[src/design/pdsr_pkg.sv]
// Shared types, constants and sine table for the pi/4 DQPSK symbol recovery block.
package pdsr_pkg;

  localparam int unsigned SineEntriesDefault = 256;
  localparam logic [31:0] StepMin   = 32'd1600000000;
  localparam logic [31:0] StepMax   = 32'd1620000000;
  localparam logic [31:0] FreqLimit = 32'd400000000;
  localparam logic [31:0] HalfTurn  = 32'h80000000;
  localparam logic [30:0] StepStartReset = 31'd1610612736;
  localparam logic [7:0]  GainPhaseReset = 8'd32;
  localparam logic [7:0]  GainFreqReset  = 8'd1;

  localparam logic [1:0] RegGainPhase = 2'd0;
  localparam logic [1:0] RegGainFreq  = 2'd1;
  localparam logic [1:0] RegStepStart = 2'd2;

  localparam logic [1:0] DibitQ1 = 2'b00;
  localparam logic [1:0] DibitQ2 = 2'b01;
  localparam logic [1:0] DibitQ3 = 2'b11;
  localparam logic [1:0] DibitQ4 = 2'b10;

  typedef enum logic [3:0] {
    S_IDLE, S_ROT0, S_ROT1, S_ROT2, S_ROT3, S_NCO,
    S_TE0, S_TE1, S_DI0, S_DI1, S_DQ0, S_DQ1, S_DEC, S_PLL0, S_PLL1, S_OUT
  } state_t;

  function automatic logic [6:0] quarter_sine(input logic [6:0] r);
    logic [6:0] v;
    case (r)
      7'd0: v = 7'd0;     7'd1: v = 7'd3;     7'd2: v = 7'd6;     7'd3: v = 7'd9;
      7'd4: v = 7'd12;    7'd5: v = 7'd16;    7'd6: v = 7'd19;    7'd7: v = 7'd22;
      7'd8: v = 7'd25;    7'd9: v = 7'd28;    7'd10: v = 7'd31;   7'd11: v = 7'd34;
      7'd12: v = 7'd37;   7'd13: v = 7'd40;   7'd14: v = 7'd43;   7'd15: v = 7'd46;
      7'd16: v = 7'd49;   7'd17: v = 7'd51;   7'd18: v = 7'd54;   7'd19: v = 7'd57;
      7'd20: v = 7'd60;   7'd21: v = 7'd63;   7'd22: v = 7'd65;   7'd23: v = 7'd68;
      7'd24: v = 7'd71;   7'd25: v = 7'd73;   7'd26: v = 7'd76;   7'd27: v = 7'd78;
      7'd28: v = 7'd81;   7'd29: v = 7'd83;   7'd30: v = 7'd85;   7'd31: v = 7'd88;
      7'd32: v = 7'd90;   7'd33: v = 7'd92;   7'd34: v = 7'd94;   7'd35: v = 7'd96;
      7'd36: v = 7'd98;   7'd37: v = 7'd100;  7'd38: v = 7'd102;  7'd39: v = 7'd104;
      7'd40: v = 7'd106;  7'd41: v = 7'd107;  7'd42: v = 7'd109;  7'd43: v = 7'd111;
      7'd44: v = 7'd112;  7'd45: v = 7'd113;  7'd46: v = 7'd115;  7'd47: v = 7'd116;
      7'd48: v = 7'd117;  7'd49: v = 7'd118;  7'd50: v = 7'd120;  7'd51: v = 7'd121;
      7'd52: v = 7'd122;  7'd53: v = 7'd122;  7'd54: v = 7'd123;  7'd55: v = 7'd124;
      7'd56: v = 7'd125;  7'd57: v = 7'd125;  7'd58: v = 7'd126;  7'd59: v = 7'd126;
      7'd60: v = 7'd126;  7'd61: v = 7'd127;  7'd62: v = 7'd127;  7'd63: v = 7'd127;
      default: v = 7'd127;
    endcase
    return v;
  endfunction

endpackage

[src/design/pdsr_if.sv]
// Valid/ready stream interfaces for samples, symbols and register writes.
interface pdsr_sample_if;
  logic              valid;
  logic              ready;
  logic signed [15:0] sample_real;
  logic signed [15:0] sample_imag;
  modport source (output valid, sample_real, sample_imag, input ready);
  modport sink   (input valid, sample_real, sample_imag, output ready);
endinterface

interface pdsr_symbol_if;
  logic               valid;
  logic               ready;
  logic [1:0]         dibit;
  logic signed [31:0] diff_real;
  logic signed [31:0] diff_imag;
  modport source (output valid, dibit, diff_real, diff_imag, input ready);
  modport sink   (input valid, dibit, diff_real, diff_imag, output ready);
endinterface

interface pdsr_cfg_if;
  logic        valid;
  logic        ready;
  logic [1:0]  index;
  logic [30:0] data;
  modport source (output valid, index, data, input ready);
  modport sink   (input valid, index, data, output ready);
endinterface

[src/design/pi4_dqpsk_symbol_recovery.sv]
// Top level: carrier derotation, Gardner timing and differential symbol decision.
// One sample is taken at a time. A sample that does not complete a symbol
// drops ready while it passes through the rotation states and the NCO
// update. A sample that completes a symbol goes on through the timing error,
// differential product, decision and loop update states before it presents
// its result, and the next sample is taken the cycle after that result has
// been requested. All products run through one shared 32x32 multiplier, one
// product per cycle, stepped by a small sequencer. Register writes are accepted
// only while the block is idle and take effect at once.
module pi4_dqpsk_symbol_recovery #(
  parameter int unsigned SINE_ENTRIES = pdsr_pkg::SineEntriesDefault
) (
  input logic clk,
  input logic rst,
  pdsr_sample_if.sink   samples,
  pdsr_symbol_if.source symbols,
  pdsr_cfg_if.sink      cfg
);
  import pdsr_pkg::*;

  localparam int unsigned IdxW = $clog2(SINE_ENTRIES);
  localparam int unsigned QtrW = IdxW - 2;

  state_t state, state_next;

  logic [7:0]  gain_phase, gain_freq;
  logic [31:0] carrier_phase, carrier_freq, sym_acc, sym_step;
  logic [31:0] mid_pt, prompt_pt, last_prompt;
  logic [15:0] in_re, in_im;
  logic [31:0] sin_v, cos_v, acc, prod_r, di, dq, pe;
  logic [15:0] rot_re;
  logic [1:0]  dibit_r;
  logic        out_valid;

  // sine lookup
  function automatic logic [31:0] sine_at(input logic [IdxW-1:0] idx);
    logic [1:0]      q;
    logic [QtrW-1:0] r;
    logic [6:0]      mag;
    logic [QtrW:0]   ri;
    q  = idx[IdxW-1 -: 2];
    r  = idx[QtrW-1:0];
    ri = q[0] ? ((QtrW+1)'(SINE_ENTRIES/4) - {1'b0, r}) : {1'b0, r};
    mag = quarter_sine(7'(ri));
    return q[1] ? -{25'd0, mag} : {25'd0, mag};
  endfunction

  logic [IdxW-1:0] sidx;
  assign sidx = carrier_phase[31 -: IdxW];
  assign sin_v = sine_at(sidx);
  assign cos_v = sine_at(sidx + IdxW'(SINE_ENTRIES/4));

  function automatic logic [31:0] sx(input logic [15:0] v);
    return {{16{v[15]}}, v};
  endfunction

  // shared multiplier operands
  logic [31:0] ma, mb, mp;
  always_comb begin
    ma = '0;
    mb = '0;
    case (state)
      S_ROT0: begin ma = sx(in_re); mb = cos_v; end
      S_ROT1: begin ma = sx(in_im); mb = sin_v; end
      S_ROT2: begin ma = sx(in_re); mb = sin_v; end
      S_ROT3: begin ma = sx(in_im); mb = cos_v; end
      S_TE0: begin
        ma = sx(mid_pt[15:0]);
        mb = sx(prompt_pt[15:0]) - sx(last_prompt[15:0]);
      end
      S_TE1: begin
        ma = sx(mid_pt[31:16]);
        mb = sx(prompt_pt[31:16]) - sx(last_prompt[31:16]);
      end
      S_DI0: begin ma = sx(prompt_pt[15:0]);  mb = sx(last_prompt[15:0]); end
      S_DI1: begin ma = sx(prompt_pt[31:16]); mb = sx(last_prompt[31:16]); end
      S_DQ0: begin ma = sx(prompt_pt[31:16]); mb = sx(last_prompt[15:0]); end
      S_DQ1: begin ma = sx(prompt_pt[15:0]);  mb = sx(last_prompt[31:16]); end
      S_PLL0: begin ma = pe; mb = {24'd0, gain_freq}; end
      S_PLL1: begin ma = pe; mb = {24'd0, gain_phase}; end
      default: begin ma = '0; mb = '0; end
    endcase
  end
  assign mp = 32'(ma * mb);

  // derived values
  logic [31:0] rot_im_full, sym_new, te, step_adj;
  logic [15:0] rot_im;
  logic signed [32:0] step_sum, freq_sum;
  logic [31:0] freq_clamped;
  logic        wrap, mid_hit;
  assign rot_im_full = acc + mp;
  assign rot_im = 16'($signed(rot_im_full) >>> 7);
  assign sym_new = sym_acc + sym_step;
  assign wrap = sym_new < sym_acc;
  assign mid_hit = (sym_acc < HalfTurn) && (sym_new >= HalfTurn);
  assign te = acc + mp;
  assign step_adj = 32'($signed(te) >>> 16);
  assign step_sum = $signed({1'b0, sym_step}) + $signed({step_adj[31], step_adj});
  assign freq_sum = $signed({carrier_freq[31], carrier_freq})
                  + $signed({prod_r[31], prod_r});

  always_comb begin
    if (freq_sum > $signed({1'b0, FreqLimit}))
      freq_clamped = FreqLimit;
    else if (freq_sum < -$signed({1'b0, FreqLimit}))
      freq_clamped = -FreqLimit;
    else
      freq_clamped = freq_sum[31:0];
  end

  always_comb begin
    state_next = state;
    case (state)
      S_IDLE: if (samples.valid) state_next = S_ROT0;
      S_ROT0: state_next = S_ROT1;
      S_ROT1: state_next = S_ROT2;
      S_ROT2: state_next = S_ROT3;
      S_ROT3: state_next = S_NCO;
      S_NCO:  state_next = wrap ? S_TE0 : S_IDLE;
      S_TE0:  state_next = S_TE1;
      S_TE1:  state_next = S_DI0;
      S_DI0:  state_next = S_DI1;
      S_DI1:  state_next = S_DQ0;
      S_DQ0:  state_next = S_DQ1;
      S_DQ1:  state_next = S_DEC;
      S_DEC:  state_next = S_PLL0;
      S_PLL0: state_next = S_PLL1;
      S_PLL1: state_next = S_OUT;
      S_OUT:  if (symbols.ready) state_next = S_IDLE;
      default: state_next = S_IDLE;
    endcase
  end

  assign samples.ready = (state == S_IDLE);
  assign cfg.ready = (state == S_IDLE);
  assign out_valid = (state == S_OUT);
  assign symbols.valid = out_valid;
  assign symbols.dibit = dibit_r;
  assign symbols.diff_real = di;
  assign symbols.diff_imag = dq;

  always_ff @(posedge clk) begin
    if (rst) begin
      state <= S_IDLE;
      gain_phase <= GainPhaseReset;
      gain_freq <= GainFreqReset;
      carrier_phase <= '0;
      carrier_freq <= '0;
      sym_acc <= '0;
      sym_step <= {1'b0, StepStartReset};
      mid_pt <= '0;
      prompt_pt <= '0;
      last_prompt <= '0;
    end else begin
      state <= state_next;
      case (state)
        S_IDLE: begin
          in_re <= samples.sample_real;
          in_im <= samples.sample_imag;
        end
        S_ROT0: acc <= mp;
        S_ROT1: rot_re <= 16'($signed(acc - mp) >>> 7);
        S_ROT2: acc <= mp;
        S_ROT3: acc <= acc + mp;
        S_NCO: begin
          sym_acc <= sym_new;
          if (mid_hit) mid_pt <= {rot_im, rot_re};
          if (wrap) begin
            last_prompt <= prompt_pt;
            prompt_pt <= {rot_im, rot_re};
          end
        end
        S_TE0: acc <= mp;
        S_TE1: begin
          if (step_sum < $signed({1'b0, StepMin})) sym_step <= StepMin;
          else if (step_sum > $signed({1'b0, StepMax})) sym_step <= StepMax;
          else sym_step <= step_sum[31:0];
        end
        S_DI0: acc <= mp;
        S_DI1: di <= acc + mp;
        S_DQ0: acc <= mp;
        S_DQ1: dq <= acc - mp;
        S_DEC: begin
          if (!di[31] && di != 0 && !dq[31] && dq != 0) begin
            pe <= dq - di; dibit_r <= DibitQ1;
          end else if (di[31] && !dq[31] && dq != 0) begin
            pe <= dq + di; dibit_r <= DibitQ2;
          end else if (di[31] && dq[31]) begin
            pe <= di - dq; dibit_r <= DibitQ3;
          end else begin
            pe <= 32'd0 - dq - di; dibit_r <= DibitQ4;
          end
        end
        S_PLL0: prod_r <= 32'($signed(mp) >>> 8);
        S_PLL1: begin
          carrier_freq <= freq_clamped;
          carrier_phase <= carrier_phase + 32'($signed(mp) >>> 8) + freq_clamped;
        end
        default: ;
      endcase
      if (cfg.valid && cfg.ready) begin
        case (cfg.index)
          RegGainPhase: gain_phase <= cfg.data[7:0];
          RegGainFreq:  gain_freq <= cfg.data[7:0];
          RegStepStart: sym_step <= {1'b0, cfg.data};
          default: ;
        endcase
      end
    end
  end
endmodule
[src/flat_wrapper.sv]
// flat-port wrapper written by rule: the top's interface ports become plain ports
module pi4_dqpsk_symbol_recovery_flat import pdsr_pkg::*;
#(
  parameter int unsigned SINE_ENTRIES = pdsr_pkg::SineEntriesDefault
)
  (clk, rst, samples_valid, samples_sample_real, samples_sample_imag, samples_ready, symbols_valid, symbols_dibit, symbols_diff_real, symbols_diff_imag, symbols_ready, cfg_valid, cfg_index, cfg_data, cfg_ready);
  pdsr_sample_if samples_i ();
  pdsr_symbol_if symbols_i ();
  pdsr_cfg_if cfg_i ();
  input logic clk;
  input logic rst;
  input wire logic [$bits(samples_i.valid)-1:0] samples_valid;
  input wire logic [$bits(samples_i.sample_real)-1:0] samples_sample_real;
  input wire logic [$bits(samples_i.sample_imag)-1:0] samples_sample_imag;
  output wire logic [$bits(samples_i.ready)-1:0] samples_ready;
  output wire logic [$bits(symbols_i.valid)-1:0] symbols_valid;
  output wire logic [$bits(symbols_i.dibit)-1:0] symbols_dibit;
  output wire logic [$bits(symbols_i.diff_real)-1:0] symbols_diff_real;
  output wire logic [$bits(symbols_i.diff_imag)-1:0] symbols_diff_imag;
  input wire logic [$bits(symbols_i.ready)-1:0] symbols_ready;
  input wire logic [$bits(cfg_i.valid)-1:0] cfg_valid;
  input wire logic [$bits(cfg_i.index)-1:0] cfg_index;
  input wire logic [$bits(cfg_i.data)-1:0] cfg_data;
  output wire logic [$bits(cfg_i.ready)-1:0] cfg_ready;
  assign samples_i.valid = samples_valid;
  assign samples_i.sample_real = samples_sample_real;
  assign samples_i.sample_imag = samples_sample_imag;
  assign samples_ready = samples_i.ready;
  assign symbols_valid = symbols_i.valid;
  assign symbols_dibit = symbols_i.dibit;
  assign symbols_diff_real = symbols_i.diff_real;
  assign symbols_diff_imag = symbols_i.diff_imag;
  assign symbols_i.ready = symbols_ready;
  assign cfg_i.valid = cfg_valid;
  assign cfg_i.index = cfg_index;
  assign cfg_i.data = cfg_data;
  assign cfg_ready = cfg_i.ready;
  pi4_dqpsk_symbol_recovery #(.SINE_ENTRIES(SINE_ENTRIES)) u_core (.clk(clk), .rst(rst), .samples(samples_i), .symbols(symbols_i), .cfg(cfg_i));
endmodule
[config.mk]
export PLATFORM = sky130hd
export DESIGN_NAME = pi4_dqpsk_symbol_recovery_flat
export DESIGN_NICKNAME = d
export VERILOG_FILES = /design/src/design/pdsr_pkg.sv /design/src/design/pdsr_if.sv /design/src/design/pi4_dqpsk_symbol_recovery.sv /design/src/flat_wrapper.sv
export SDC_FILE = /design/constraint.sdc
export NUM_CORES = 2
export LEC_CHECK = 0
export BUFFER_PORTS_ARGS = -buffer_cell sky130_fd_sc_hd__buf_2
export CAP_MARGIN = 20
export CORE_ASPECT_RATIO = 2
export CORE_MARGIN = 2
export CORE_UTILIZATION = 25
export DETAILED_ROUTE_END_ITERATION = 10
export GPL_TIMING_DRIVEN = 0
export SYNTH_ARGS = -nofsm -noshare
export SYNTH_HDL_FRONTEND = slang
export SYNTH_SLANG_ARGS = --single-unit
[constraint.sdc]
create_clock -name clk -period 25.7 [get_ports clk]
set_clock_uncertainty 0.2 [all_clocks]
set_input_delay 5.14 -clock clk [delete_from_list [all_inputs] [get_ports clk]]
set_output_delay 5.14 -clock clk [all_outputs]
set_load 0.1 [all_outputs]
==> results list <==
- The flow ran to the end, but the final reports show violations.
* Failing checks: design-rule violations
* CTS tree: done
- The routed layout has 49.1k vias.
- Counting the buffers created by CTS gives 42.
- For the worst setup path, the data arrival time is 24.48 ns.
- Post-Syn Area: 53300 µm²
* Number of DRC markers in iteration 0: 3712
- The worst-case IR drop observed on VDD is 0.000121 V.
- The worst setup path is launched from a flop.
* Hold Crit Class: flop to flop
- Total negative slack: 0 ns
- Before antenna repair, the detailed router went through 11 iterations.
- The slowest stage of the critical path belongs to the cell o21ai_0.
- Share of flip-flops with an asynchronous set or reset: 0%
- After detailed routing, the total wire length is 240000 µm.
* Pre-CTS setup slack: 2.40 ns
- The floorplan has 239 rows.
- At the worst endpoint, the required time is 26.05 ns.
- Overall die width: 330 µm
* Cell type with the largest total area after synthesis: fa_1
* Reported leakage power: 25.8 nW
- Hold timing on the final database bottoms out at a slack of 0.258 ns.
- For the worst-skew pair, the clock arrives at the later sink with an insertion delay of 0.65 ns.
* CTS Hold Bufs: 0
- Part of the cycle the worst path needs: 93.9%
- After synthesis, the mean cell area works out to 8.44 µm².
- The die is 657 µm tall.
- Counting every instance in the synthesized netlist gives 6309.
- Post-cts sizing count: 0
- Actual transition at the worst max-transition pin: 1.41 ns
- Global routing finished with a remaining overflow of 0.
* Number of filler instances in the final layout: 22.8k
* Tot Pwr: 4.35 mW
* Gp weighted congestion: 1.04
- Global-route wire length before repair: 341000 µm
- Relative slew slack: 6.20%
* Max-capacitance violation count: 0
- The number of global-route vias before repair was 51.2k.
* Ports: 139
- Critical path peak fanout: 19
- The number of antenna violations at the first check in global routing was 29.
* Detail-routed net length per standard cell: 25.6 µm
- Number of synthesized flops with an enable pin: 202
* Post-CTS Repair Setup Buffers: 0
- Final routed DRC violation total: 26
- Power spread over the standard cell area amounts to 73.0 nW/µm².
- For this run, the register share of the synthesized area comes to 20.6%.
- After clock tree synthesis, the clock-pin slew on the worst setup and hold paths is 0.07 ns.
- Once routing completed, OpenROAD measured the worst setup slack at 1.56 ns.
* Highest Clock Rate: 41.4 MHz
- The post-route netlist has 6.48% of its cells at a drive strength greater than 1.
- Clock tree buffer depth: 3
* Clk sinks: 446
- Setup repair after global routing missed its margin: false
* Initial Utilization: 25.2%
- After Yosys synthesis, and, or, nand and nor cells account for 16.3% of the synthesized area.
* Top FF cell, synth: dfxtp_1
- Count of input and output buffers: 137
* Post-layout minimum cycle time: 24.14 ns
- Critical Path Sink Type: flop
- Std-Cell Core Area: 212000 µm²
- Counting stages on the worst path, the most repeated cell is inv_1.
- DIE AREA: 217000 µm²
* Adder-cell share of the synthesized area: 29.8%
* Final nets: 7616
- Setup-violating endpoint count in the final report: 0
- Combined global-route utilization of all metal layers: 21.7%
- Largest net degree at the start of global routing: 33
- Synthesis produced a netlist with a net count of 7378.
- CTS placed an instance of clkbuf_16 at the clock tree root.
- Detailed placer's ending HPWL: 198000 µm
- Routed Antenna Nets: 0
- After synthesis the netlist holds a flip-flop and latch count of 446.
- By area, the combinational part of the netlist is dominated by adder cells.
- Area taken by multi-input logic gates: 38200 µm²
- Yosys printed 0 warnings.
- Summing all flip-flop and latch instances after layout gives 11000 µm².
- XOR/XNOR Fraction of Synth Area: 5.80%
- Mean number of vias per cell: 5.25
- The total count of max-transition violations in the final report is 0.
- H-Tree Level Count: 2
* Setup Crit Path Kind: flop to flop
- Area fraction of the dominant cell type after synthesis: 17.0%
- Post-synthesis compound-gate area fraction: 16.8%
- The netlist uses 97 different library cells.
* Hold Fails Final Rpt: 0
- Sorting the synthesized cells by area gives the leading types as fa_1 17%, ha_1 13%, edfxtp_1 11%.
- Slowest stage delay, CP: 0.89 ns
- The area growth from synthesis to layout is 11.8%.
- Mux cell area share after synthesis: 2.57%
worst max-delay path: cells and delay by family (launching register included):
family / cells / cell delay, ns
mux: 1 / 0.22
compound gates: 30 / 9.13
xor+xnor: 4 / 2.19
flops: 1 / 0.73
fa+ha+maj: 14 / 5.64
simple gates: 11 / 2.23
buf+inv: 16 / 3.65
power breakdown:
part | internal (mW) | switching [mW] | leakage [nW]
clock | 0.344 | 0.316 | 0.664
sequential | 0.872 | 0.0265 | 3.81
combinational | 0.907 | 1.88 | 21.4
total | 2.12 | 2.23 | 25.8
cell type report:
class | instances | area share, %
antenna | 14 | 0.0588
buffer | 262 | 1.72
clock buffer | 53 | 1.89
clock inverter | 23 | 0.380
inverter | 880 | 5.55
multi-input combinational | 4721 | 64.1
sequential | 446 | 18.4
tap | 2771 | 5.82
timing repair buffer | 194 | 2.15
logic make-up (layout without fill, tap and decap cells):
family	count (synthesis)	after routing
AO/OA/AOI/OAI	1360	1360
multiplexers	136	136
XOR/XNOR	343	343
flip-flops	446	446
buffers and inverters	1142	1412
AND/OR/NAND/NOR	1882	1882
other	0	14
adder cells (fa/ha/maj)	1000	1000
layer usage:
layer  vias to the layer above  part of all wire, %  track usage [%]
li1                      21800                    -                -
met1                     24100                   31             19.9
met2                      2203                   50             39.0
met3                      1023                  5.9             3.63
met4                        14                   13             22.2
met5                         -                0.035                0
metrics by stage:
stage	instances	cell area, µm²	util [%]
2_1_floorplan	6309	53300	-
3_3_place_gp	9217	57400	27.1
3_5_place_dp	9267	58100	27.4
4_1_cts	9343	59400	28.1
5_1_grt	9354	59500	28.1
6_report	9364	59600	28.1
cells in the mapped netlist (39+ instances only):
cell type / n
dfxtp_1: 244
o21ai_0: 235
inv_1: 876
fa_1: 451
mux2i_1: 132
nand2b_1: 80
o21bai_1: 77
a22oi_1: 39
clkbuf_1: 228
edfxtp_1: 202
xor2_1: 79
a31oi_1: 42
nor2_1: 739
xnor2_1: 258
a221oi_1: 45
nor3_1: 124
nor2b_1: 57
o21a_1: 43
a21o_1: 81
or2_2: 90
nand2_1: 448
ha_1: 548
a21oi_1: 420
or3_1: 47
a211oi_1: 60
nand3_1: 112
state kept, by name (all words and copies together), names as in the netlist, 8 cells and up:
signal / cells
u_core.carrier_phase: 32
u_core.in_re: 16
u_core.sym_acc: 32
u_core.gain_phase: 8
u_core.gain_freq: 8
u_core.pe: 32
u_core.prompt_pt: 32
u_core.symbols.diff_imag: 32
u_core.in_im: 16
u_core.mid_pt: 32
u_core.carrier_freq: 32
u_core.acc: 32
u_core.symbols.diff_real: 32
u_core.sym_step: 32
u_core.rot_re: 16
u_core.last_prompt: 32
u_core.prod_r: 24
placed cells by master (no fill, tap or decap), drive strengths merged, types with 24 or more instances in the layout:
cell type and n:
o21ai 238, a21o 81, ha 548, or3 48, a21oi 420, o21a 43
nand2b 80, o21bai 77, edfxtp 202, nor3 126, fa 451, a22oi 39
and2 28, xor2 79, clkbuf 283, nor2b 57, inv 880, nor4 35
a211oi 62, mux2i 132, nor2 740, nand2 448, dfxtp 244, nand3 112
or2 90, nand4 24, o211ai 37, o22ai 35, buf 225, xnor2 258
and3 30, a31oi 42, a221oi 47
final timing paths:
check / from / to / slack (ns) / depth (start not counted)
max: u_core.carrier_phase[24]$_SDFFE_PP0P_ / u_core.sym_step[14]$_SDFF_PP0_ / 1.56 / 76
min: u_core.carrier_phase[7]$_SDFFE_PP0P_ / u_core.carrier_phase[7]$_SDFFE_PP0P_ / 0.26 / 2
max reg2reg: u_core.carrier_phase[24]$_SDFFE_PP0P_ / u_core.sym_step[14]$_SDFF_PP0_ / 1.56 / 76
min reg2reg: u_core.carrier_phase[7]$_SDFFE_PP0P_ / u_core.carrier_phase[7]$_SDFFE_PP0P_ / 0.26 / 2
No activity file was read; power rests on OpenSTA's default activity.
